## src/rtl/core/fsbme_pkg.sv

```systemverilog
package fsbme_pkg;

  // block and window geometry
  localparam int BLK      = 4;
  localparam int SR       = 16;
  localparam int LWIN     = 2 * SR + BLK;
  localparam int CWIN     = SR + 2;
  localparam int CORG     = SR / 2;
  localparam int NPOS     = BLK * BLK;
  localparam int NOUT     = 24;
  localparam int LDEPTH   = LWIN * LWIN;
  localparam int CDEPTH   = 2 * CWIN * CWIN;
  localparam int LADDR_W  = $clog2(LDEPTH);
  localparam int CADDR_W  = $clog2(CDEPTH);
  localparam int COST_W   = 14;

  localparam logic [COST_W-1:0] NO_COST = 14'h3FFF;

  // plane codes
  localparam logic [1:0] PL_Y  = 2'd0;
  localparam logic [1:0] PL_CB = 2'd1;
  localparam logic [1:0] PL_CR = 2'd2;

  typedef enum logic [1:0] {
    ACT_LOAD_CUR = 2'd0,
    ACT_LOAD_WIN = 2'd1,
    ACT_START    = 2'd2,
    ACT_NOP      = 2'd3
  } act_t;

  typedef enum logic [1:0] {
    ST_IDLE,
    ST_SEARCH,
    ST_DRAIN,
    ST_EMIT
  } state_t;

  // partial cost travelling down the cell chain
  typedef struct packed {
    logic              vld;
    logic              lastc;
    logic [COST_W-1:0] sum;
    logic [5:0]        dy;
    logic [5:0]        dx;
  } link_t;

  // current-block sample load, broadcast to every cell
  typedef struct packed {
    logic       we;
    logic [1:0] plane;
    logic [1:0] row;
    logic [1:0] col;
    logic [7:0] pix;
  } cur_load_t;

  function automatic logic [7:0] absdiff(input logic [7:0] a, input logic [7:0] b);
    absdiff = (a > b) ? (a - b) : (b - a);
  endfunction

  // row*36 + col
  function automatic logic [LADDR_W-1:0] luma_addr(input logic [5:0] r, input logic [5:0] c);
    luma_addr = {r, 5'b0} + {3'b0, r, 2'b0} + {5'b0, c};
  endfunction

  // plane*324 + row*18 + col
  function automatic logic [CADDR_W-1:0] chroma_addr(input logic p, input logic [4:0] r,
                                                     input logic [4:0] c);
    chroma_addr = (p ? 10'd324 : 10'd0) + {1'b0, r, 4'b0} + {4'b0, r, 1'b0} + {5'b0, c};
  endfunction

endpackage

```

## src/rtl/core/fsbme_cell.sv

```systemverilog
module fsbme_cell
  import fsbme_pkg::*;
(
  input  logic      clk,
  input  logic      rst_n,
  input  logic [3:0] pos,
  input  cur_load_t ld,
  input  logic [7:0] ref_y,
  input  logic [7:0] ref_cb,
  input  logic [7:0] ref_cr,
  input  link_t     link_i,
  output link_t     link_o
);

  logic [7:0] cur_y_r, cur_cb_r, cur_cr_r;
  link_t      link_r, link_nxt;

  // current samples owned by this position (chroma at half resolution)
  always_ff @(posedge clk) begin
    if (ld.we) begin
      if (ld.plane == PL_Y && {ld.row, ld.col} == pos) cur_y_r <= ld.pix;
      if (ld.plane == PL_CB && ld.row[0] == pos[3] && ld.col[0] == pos[1]) cur_cb_r <= ld.pix;
      if (ld.plane == PL_CR && ld.row[0] == pos[3] && ld.col[0] == pos[1]) cur_cr_r <= ld.pix;
    end
  end

  // add this position's luma and chroma differences
  always_comb begin
    link_nxt     = link_i;
    link_nxt.sum = link_i.sum + {6'b0, absdiff(cur_y_r, ref_y)}
                 + {6'b0, absdiff(cur_cb_r, ref_cb)} + {6'b0, absdiff(cur_cr_r, ref_cr)};
  end

  always_ff @(posedge clk) begin
    if (!rst_n) begin
      link_r.vld <= 1'b0;
    end else begin
      link_r.vld <= link_i.vld;
    end
    if (link_i.vld) begin
      link_r.lastc <= link_nxt.lastc;
      link_r.sum   <= link_nxt.sum;
      link_r.dy    <= link_nxt.dy;
      link_r.dx    <= link_nxt.dx;
    end
  end

  assign link_o = link_r;

endmodule

```

## src/rtl/core/fsbme_chain.sv

```systemverilog
module fsbme_chain
  import fsbme_pkg::*;
(
  input  logic      clk,
  input  logic      rst_n,
  input  cur_load_t ld,
  input  logic [7:0] ref_y,
  input  logic [7:0] ref_cb,
  input  logic [7:0] ref_cr,
  input  link_t     head,
  output link_t     tail
);

  link_t link_w [0:NPOS];

  assign link_w[0] = head;

  // one cell per block position; the sum reaches cell k with sample k
  for (genvar i = 0; i < NPOS; i++) begin : g_cell
    fsbme_cell u_cell (
      .clk    (clk),
      .rst_n  (rst_n),
      .pos    (4'(i)),
      .ld     (ld),
      .ref_y  (ref_y),
      .ref_cb (ref_cb),
      .ref_cr (ref_cr),
      .link_i (link_w[i]),
      .link_o (link_w[i+1])
    );
  end

  assign tail = link_w[NPOS];

endmodule

```

## config.mk

```make
export PLATFORM = sky130hd
export DESIGN_NAME = fsbme_chain
export DESIGN_NICKNAME = d
export VERILOG_FILES = /design/src/rtl/core/fsbme_pkg.sv /design/src/rtl/core/fsbme_cell.sv /design/src/rtl/core/fsbme_chain.sv
export SDC_FILE = /design/constraint.sdc
export NUM_CORES = 2
export LEC_CHECK = 0
export BUFFER_PORTS_ARGS = -buffer_cell sky130_fd_sc_hd__buf_2
export CAP_MARGIN = 20
export CORE_ASPECT_RATIO = 0.5
export CORE_MARGIN = 4
export CORE_UTILIZATION = 45
export CTS_CLUSTER_DIAMETER = 50
export DETAILED_ROUTE_END_ITERATION = 8
export PLACE_DENSITY = 0.72
export SLEW_MARGIN = 20
export SYNTH_ARGS = -nofsm -noshare
export SYNTH_HDL_FRONTEND = slang
export SYNTH_SLANG_ARGS = --single-unit
```

## constraint.sdc

```tcl
create_clock -name clk -period 5.42 [get_ports clk]
set_input_delay 0.271 -clock clk [delete_from_list [all_inputs] [get_ports clk]]
set_output_delay 0.271 -clock clk [all_outputs]
set_load 0.005 [all_outputs]
```

==> impl_metrics.yaml <==
cts:
  h-tree-depth: 3
  cts_made_buffers: 69
  clk_pin_slew_worst_paths_ps: 60
  cts_tree: "built"
  numClockSinks: 640
  cts_buffer_depth: 3
  clkLatencyLatePin_ps: 670
  cts-root-buf: "clkbuf_16"
synthesis:
  netlist_instances: 4108
  synth-adder-area-share_pct: 26.8
  syn_area_um2: 46500
  synthXorXnorAreaFrac_pct: 5.99
  synth-async-reset-ratio_pct: 0
  ys.flop_type: "edfxtp_1"
  synth-simple-area-share_pct: 4.90
  ys_ff_latch: 640
  muxShareOfSynthArea_pct: 2.71
  synth_top_family_by_area: "adder cells"
  synth_nets: 5013
  synth_cell_types: 64
  synth_warnings: 0
  avgSynthCellArea_um2: 11.3
  synth_edf_count: 624
  synth_compound_area_share_pct: 11.7
  yosysSeqAreaShare_pct: 41.0
timing:
  slew_violations: 0
  rsz0062_at_grt: "yes"
  tns_ps: 0
  fin_crit_sh_pct: 98.8
  hold_violations: 0
  min_period_ps: 5360
  hold_slack_ps: 86.6
  finalClockSkew_ps: 42.6
  max_slew_margin_pct: 18.9
  worst_slew_pin_slew_ps: 1220
  finalSetupViolCount: 0
  timing.fmax_ghz: 0.187
grt:
  grt_remaining_overflow: 0
  grt_max_degree: 29
  grt_pass1_wl_um: 195000
  grt_usage_pct: 23.5
  antenna_found_initial: 4
  grt_pass1_vias: 33500
route:
  drc: 0
  drt_iter0_markers: 2768
  wirelength_um: 132000
  post_drt_wl_per_cell_um: 21.0
  num_vias: 33500
  dr.pass1.iters: 6
  vias_per_cell: 5.32
  drtAntennaViolNets: 0
floorplan:
  ios: 97
  core.rowCount: 83
  die_h_um: 235
  start_util_pct: 45.3
  die_x_um: 462
  fp.dieArea_um2: 109000
  core_um2: 103000
setup_path:
  arrival_ps: 5740
  path_class: "flop to flop"
  cp_slowest_cell: "fa_1"
  r2r_slack_ps: 60
  rr_worst_depth: 25
  rr_startpoint: "g_cell[5].u_cell.cur_cr_r[0]"
  max_stage_delay_ps: 600
  cp.required_ps: 5810
  crit_path_end_kind: "flop"
  start_kind: "flop"
  critPathMaxFanout: 5
  worst_path_dominant_cell_family: "adder cells"
  r2r-end: "g_cell[5].u_cell.link_o[24]"
  path_buf_inv: 6
placement:
  hpwl_um: 97800
  gp_congestion: 0.952
  dpl_cell_area_um2: 53000
  io_buffers: 96
final_layout:
  drive_above_1_share_pct: 22.0
  fillers: 8332
  area_growth_pct: 23.4
  fin_nets: 5773
  final_area_um2: 57300
power:
  power.total_mw: 25.9
  p_sw_share_pct: 37.4
  intPower_mw: 16.2
  p_leak_nw: 25.9
  power_frac_clock_pct: 18.8
  max-vdd-ir-drop_mv: 0.315
  p_switching_mw: 9.68
  p_seq_share_pct: 24.9
  comb_power_share_pct: 56.3
  powerDensity_nw_per_um2: 452
hold_path:
  hp-class: "input port to flop"
  hold_depth: 2
  hp-start: "rst_n"
  whs_endpoint: "g_cell[8].u_cell.link_o[27]"
flow_run:
  cap_violations: 0
status:
  status: "finished clean"
worst register-to-register path, stage by stage (launching register included):
cell and delay, ps:
edfxtp_1 380, inv_1 70, ha_2 190, inv_2 50, fa_2 390, a21oi_4 190, o21ai_2 90, a21oi_2 180
o21ai_1 70, buf_4 190, mux2i_4 210, xnor2_4 240, inv_4 80, buf_6 120, fa_1 480, fa_1 600
inv_1 90, ha_4 220, a21o_1 170, a21oi_2 200, o21ai_2 90, a21oi_2 180, o21ai_2 100, a31oi_1 240
nor2_1 90, xor2_1 160
layer usage:
| layer | vias to the layer above | track usage, % | share of wire (%) |
|---|---|---|---|
| li1 | 15500 | - | - |
| met1 | 16600 | 32.4 | 44 |
| met2 | 1095 | 38.1 | 46 |
| met3 | 222 | 3.97 | 7.0 |
| met4 | 0 | 7.19 | 3.2 |
| met5 | - | 0 | 0 |
worst max path at each step:
| stage | start | endpoint | slack [ps] | cells past startpoint |
|---|---|---|---|---|
| final | g_cell[5].u_cell.cur_cr_r[0] | g_cell[5].u_cell.link_o[24] | 60 | 25 |
| after global routing | g_cell[10].u_cell.cur_cr_r[0] | g_cell[15].u_cell.link_o[23] | -120 | 24 |
| after CTS | g_cell[5].u_cell.cur_cr_r[0] | g_cell[5].u_cell.link_o[24] | -4 | 26 |
| after detailed placement | ref_y[3] | g_cell[15].u_cell.link_o[23] | -510 | 22 |
| after global placement | ref_y[3] | g_cell[15].u_cell.link_o[23] | -390 | 22 |
| after floorplan | ref_y[1] | g_cell[9].u_cell.link_o[23] | -30 | 24 |
flip-flops by register name (all words and copies together) (netlist names):
register                flops
g_cell.u_cell.cur_cr_r     32
g_cell.u_cell.cur_y_r     128
g_cell.u_cell.cur_cb_r     32
g_cell.u_cell.link_o      448
power groups by stage:
stage | registers [mW] | clock network (mW) | logic, mW
floorplan | 6.51 | 0 | 7.65
global placement | 6.54 | 0 | 12.3
detailed placement | 6.55 | 0 | 12.7
CTS | 6.44 | 4.95 | 13.1
global route | 6.45 | 5.17 | 16.1
finish | 6.44 | 4.87 | 14.6
cells in the mapped netlist, drive strengths merged (20+ instances only):
cell type | number | area [um^2]
a21oi | 331 | 1660
a31oi | 20 | 131
xor2 | 132 | 1160
o21a | 21 | 158
nand3 | 42 | 210
o21bai | 59 | 443
and2 | 31 | 194
a21boi | 55 | 413
a211oi | 24 | 180
fa | 268 | 5370
ha | 568 | 7110
o21ai | 156 | 796
nand4 | 26 | 169
mux2i | 99 | 991
edfxtp | 624 | 18700
nor2 | 174 | 653
a21o | 123 | 923
xnor2 | 184 | 1630
nor2b | 29 | 181
o211ai | 24 | 180
clkbuf | 21 | 80.1
inv | 805 | 3020
nand2 | 118 | 443
mux2 | 24 | 270
layout by cell type (no fill, tap or decap), types with 122 or more instances in the layout:
master	instances
ha_1	542
buf_4	573
a21o_1	123
xor2_1	122
xnor2_1	170
edfxtp_1	624
nor2_1	173
a21oi_1	285
fa_1	252
inv_1	794
cell type report:
| class | instances | area (um^2) | share of cell area [%] |
|---|---|---|---|
| timing repair buffer | 723 | 5570 | 9.73 |
| antenna | 4 | 10.0 | 0.0175 |
| inverter | 805 | 3030 | 5.28 |
| multi-input combinational | 2629 | 25600 | 44.7 |
| sequential | 640 | 19100 | 33.3 |
| tap | 1360 | 1700 | 2.97 |
| clock inverter | 42 | 414 | 0.723 |
| clock buffer | 85 | 1880 | 3.28 |
cells by family (layout without fill, tap and decap cells):
kind of cell,after synthesis,count (layout)
AO/OA/AOI/OAI,866,866
buffers and inverters,839,1655
adder cells (fa/ha/maj),836,836
flip-flops,640,640
AND/OR/NAND/NOR,488,488
XOR/XNOR,316,316
multiplexers,123,123
other,0,4
stage by stage:
stage | utilization (%) | worst slack (ps) | std cells
6_report | 55.9 | 63.4 | 6288
5_1_grt | 55.9 | -122 | 6284
4_1_cts | 54.3 | -4.15 | 6245
3_5_place_dp | 51.7 | -513 | 6093
3_3_place_gp | 51.7 | -387 | 6093
2_1_floorplan | - | -31.3 | 4108
what timing repair did:
action | 4_1_cts | 5_1_grt
hold endpoints to repair | 17 | 0
buffers inserted | 8 | 40
hold buffers | 17 | 0
pin swaps | 30 | 195
resized for setup | 86 | 294
endpoints found under the setup margin | 80 | 103
No activity file was read; power rests on OpenSTA's default activity.
